--- src/hw/rtl/ffla_pkg.sv ---
// Shared types and constants for the first-fit free-list allocator.
package ffla_pkg;

  localparam int unsigned ADDR_W   = 32;
  localparam int unsigned SIZE_W   = 24;
  // Rounded request plus header never exceeds 2^24 + 16, which fits in 25 bits.
  localparam int unsigned TOTAL_W  = 25;
  localparam int unsigned MIN_SEG  = 24;
  localparam int unsigned HDR_B    = 8;
  localparam int unsigned CFG_IDX_W = 1;

  typedef enum logic {
    OP_ALLOC = 1'b0,
    OP_FREE  = 1'b1
  } opcode_e;

  typedef enum logic [2:0] {
    STAT_OK        = 3'd0,
    STAT_NULL      = 3'd1,
    STAT_EXHAUSTED = 3'd2,
    STAT_FULL      = 3'd3,
    STAT_UNKNOWN   = 3'd4
  } status_e;

  typedef enum logic [CFG_IDX_W-1:0] {
    CFG_HEAP_BASE  = 1'b0,
    CFG_HEAP_LIMIT = 1'b1
  } cfg_idx_e;

  typedef enum logic [3:0] {
    ST_IDLE,
    ST_START,
    ST_A_WALK,
    ST_A_EVAL,
    ST_A_DIV_GO,
    ST_A_DIV,
    ST_A_REGION,
    ST_F_SCAN,
    ST_F_WALK,
    ST_F_EVAL,
    ST_F_PLAN,
    ST_UL_RD,
    ST_UL_WR,
    ST_PUSH_A,
    ST_PUSH_B,
    ST_DONE
  } state_e;

  typedef struct packed {
    logic              opcode;
    logic [SIZE_W-1:0] request_size;
    logic [ADDR_W-1:0] block_address;
  } req_t;

  typedef struct packed {
    logic [ADDR_W-1:0] result_address;
    logic [ADDR_W-1:0] block_bytes;
    logic [2:0]        status;
  } rsp_t;

  typedef struct packed {
    logic start;
    logic [TOTAL_W-1:0] total;
  } region_req_t;

endpackage

--- src/hw/rtl/ffla_region.sv ---
// Region sizing unit: rounds a segment size up to whole region multiples.
module ffla_region #(
  parameter int unsigned REGION_BYTES = 4194304,
  localparam int unsigned NW = $clog2((64'd1 << ffla_pkg::TOTAL_W) + REGION_BYTES)
) (
  input  logic                  clk_i,
  input  logic                  rst_ni,
  input  ffla_pkg::region_req_t req_i,
  output logic                  done_o,
  output logic [NW-1:0]         region_o
);
  import ffla_pkg::*;

  // The numerator stays below 2^NW, so a reciprocal with NW + ceil(log2 R) fraction bits
  // gives the exact quotient.
  localparam int unsigned SH    = NW + $clog2(REGION_BYTES);
  localparam int unsigned MW    = NW + 2;
  localparam int unsigned PRW   = NW + MW;
  localparam logic [63:0] RECIP = ((64'd1 << SH) + 64'(REGION_BYTES) - 64'd1) /
                                  64'(REGION_BYTES);

  logic [NW-1:0]  num_q, quo_q, region_q;
  logic [PRW-1:0] prod;
  logic           s1_q, s2_q, done_q;

  assign prod = PRW'(num_q) * PRW'(RECIP);

  always_ff @(posedge clk_i or negedge rst_ni) begin
    if (!rst_ni) begin
      s1_q   <= 1'b0;
      s2_q   <= 1'b0;
      done_q <= 1'b0;
    end else begin
      s1_q   <= req_i.start;
      s2_q   <= s1_q;
      done_q <= s2_q;
    end
  end

  // Round up, divide by multiplying with the reciprocal, then scale back to bytes.
  always_ff @(posedge clk_i) begin
    if (req_i.start) num_q <= NW'(req_i.total) + NW'(REGION_BYTES - 1);
    if (s1_q)        quo_q <= NW'(prod >> SH);
    if (s2_q)        region_q <= quo_q * NW'(REGION_BYTES);
  end

  assign done_o   = done_q;
  assign region_o = region_q;

endmodule

--- config.mk ---
export PLATFORM = sky130hd
export DESIGN_NAME = ffla_region
export DESIGN_NICKNAME = d
export VERILOG_FILES = /design/src/hw/rtl/ffla_pkg.sv /design/src/hw/rtl/ffla_region.sv
export SDC_FILE = /design/constraint.sdc
export NUM_CORES = 1
export LEC_CHECK = 0
export BUFFER_PORTS_ARGS = -buffer_cell sky130_fd_sc_hd__buf_2
export CAP_MARGIN = 20
export CORE_MARGIN = 2
export CORE_UTILIZATION = 39
export CTS_BUF_LIST = sky130_fd_sc_hd__clkbuf_2
export DETAILED_ROUTE_END_ITERATION = 6
export GPL_ROUTABILITY_DRIVEN = 0
export GPL_TIMING_DRIVEN = 0
export PLACE_DENSITY = 0.79
export SKIP_LAST_GASP = 1
export SYNTH_ARGS = -nofsm -noshare
export SYNTH_HDL_FRONTEND = slang
export SYNTH_SLANG_ARGS = --single-unit
--- constraint.sdc ---
create_clock -name clk_i -period 1 [get_ports clk_i]
set_clock_uncertainty 0.15 [all_clocks]
set_input_delay 0 -clock clk_i [delete_from_list [all_inputs] [get_ports clk_i]]
set_output_delay 0 -clock clk_i [all_outputs]
set_load 0.02 [all_outputs]
==> results.json <==
{
  "row_count": 15,
  "cp-end-kind": "register",
  "rr_startpoint": "s1_q",
  "drtAntennaViolNets": 0,
  "ys_types": 12,
  "power_leakage_nw": 0.5519,
  "seqCellArea_um2": 435.4,
  "dieWidth_um": 46.80,
  "min_from": "req_i[23]",
  "final_common_cell": "buf_2",
  "htree_levels": 1,
  "cts_sinks": 15,
  "finalHoldViolCount": 2,
  "wirelength_um": 1277,
  "vias": 534,
  "seq_power_share_pct": 56.3,
  "critPathArrivalTime_ps": 910,
  "dieHeight_um": 46.80,
  "cts.clk_slew.worst_paths_ps": 130,
  "rsz0062_at_grt": "true",
  "io_buffers": 32,
  "postCtsHoldBufs": 5,
  "n_antenna_cell": 0,
  "ys_seq_area_share_pct": 60.95,
  "syn_avg_cell_area_um2": 13.23,
  "ys_ff_latch": 15,
  "fin_ws_ps": -28.15,
  "post_cts_buffers": 0,
  "drt-initial-drc-count": 2,
  "synth_area_um2": 714.4,
  "drive_gt1_share_pct": 55.17,
  "grtUsageTotal_pct": 12.41,
  "grt_max_degree": 9,
  "status": "complete, but fails checks",
  "cts_buffer_depth": 2,
  "setup_violations": 2,
  "layout_common_cells": "24 x buf_2, 22 x buf_4, 22 x conb_1",
  "powerDensity_nw_per_um2": 1154,
  "finalMaxSlewViolations": 0,
  "hold_slack_ps": -85.71,
  "antenna_found_initial": 0,
  "fin_setup_tns_ps": -37.54,
  "grt_pass1_wl_um": 1718,
  "r2r_slack_ps": 110,
  "grt_pass1_vias": 448,
  "worstHoldPathType": "input port to register",
  "critPathRequiredTime_ps": 880,
  "die_area_um2": 2190,
  "startpoint": "req_i[5]",
  "startpoint_type": "input port",
  "io_pins": 55,
  "insertion_delay_ps": 260,
  "n_fill_cell": 154,
  "cts_tree": "done",
  "dp_cells": 132,
  "multi_input_area_um2": 237.7,
  "core_area_um2": 1727,
  "num-nets-final": 145,
  "wl_per_cell_um": 9.057,
  "drt-vias-per-instance": 3.787,
  "first_pass_iters": 2,
  "syn_to_final_growth_pct": 60.95,
  "violations": "hold timing, setup timing",
  "cts-root-buf": "clkbuf_2",
  "fmax_ghz": 0.9726,
  "ir_drop_mv": 0.5365,
  "fin_cells": 141,
  "power_frac_clock_pct": 20.9,
  "p_int_mw": 0.9857,
  "ys_warn_count": 0,
  "final.min_clock_period_ps": 1028,
  "dp.final_hpwl_um": 1008,
  "maxCapViolCount": 0,
  "fin_crit_sh_pct": 102.8,
  "netSwitchingPower_mw": 0.3411,
  "start_util_pct": 41.38,
  "synth_cells": 54,
  "remaining_drc_errors": 0,
  "path_max_fanout": 3,
  "pwr-share-comb_pct": 22.8,
  "critPathKind": "input port to register",
  "gr-total-overflow": 0,
  "cts_buffers": 3,
  "sw_frac_of_total_pct": 25.71
}
==> cells by family after synthesis <==
family	after synthesis	share of synthesized area, %
buffers and inverters	22	23.12
AND/OR/NAND/NOR	11	8.757
flip-flops	15	60.95
AO/OA/AOI/OAI	2	2.977
other	1	0.5249
XOR/XNOR	3	3.678
==> critical path, stage by stage <==
cell and delay, ps:
buf_6 100, nor4_4 270, nand4_1 220, o21ai_2 230
xnor2_1 90
==> routing by layer <==
layer,GRT usage [%],vias up,wire length [µm]
li1,-,269,-
met1,8.168,232,335
met2,27.12,33,826
met3,3.077,0,115
met4,8.333,0,0
met5,0,-,0
==> state kept, by name (all words and copies together) (netlist names) <==
name and count:
done_o 1, quo_q 4, s2_q 1, region_o 4, s1_q 1, num_q 4
==> path summary, 6_finish.rpt <==
kind / endpoint / depth (start not counted)
max in group asynchronous: done_o / 3
hold reg to reg: region_o[24] / 0
min in group asynchronous: s2_q / 3
hold / removal: num_q[23] / 2
setup reg to reg: quo_q[3] / 0
setup / recovery: num_q[23] / 5
==> synth_stat cells (all sizes together) <==
master	n	area [µm²]
nor4	5	37.53
o21ai	1	8.760
nor2	3	11.26
dfrtp	3	75.07
xnor2	3	26.28
nand4	1	6.260
o211ai	1	12.51
edfxtp	12	360.4
buf	22	165.2
conb	1	3.750
nand2	2	7.510
==> metrics by stage <==
stage | power, mW | utilization (%) | setup WS [ps] | instance area (µm²)
after floorplan | 0.9309 | - | -72.66 | 838.3
after global placement | 1.014 | 59.64 | -264.7 | 1030
after detailed placement | 1.020 | 59.64 | -307.3 | 1030
after CTS | 1.313 | 63.70 | 9.235 | 1100
after global routing | 1.396 | 66.59 | -35.26 | 1150
final | 1.327 | 66.59 | -28.15 | 1150
==> power groups by stage <==
stage          sequential, mW  combinational, mW  clock [mW]
2_1_floorplan           0.769              0.162           0
3_3_place_gp            0.755              0.259           0
3_5_place_dp            0.758              0.262           0
4_1_cts                 0.744              0.277       0.292
5_1_grt                 0.750              0.323       0.323
6_report                0.747              0.302       0.278
==> timing repair <==
action,CTS,global route
endpoints found under the setup margin,0,9
hold endpoints to repair,12,3
gates resized for setup,0,14
==> cell type report <==
type,instances,area share (%)
clock buffer,4,1.741
buffer,22,14.36
timing repair buffer,37,22.63
tap,25,2.720
multi-input combinational,38,20.67
sequential,15,37.87
(Power assumes the default switching activity.)
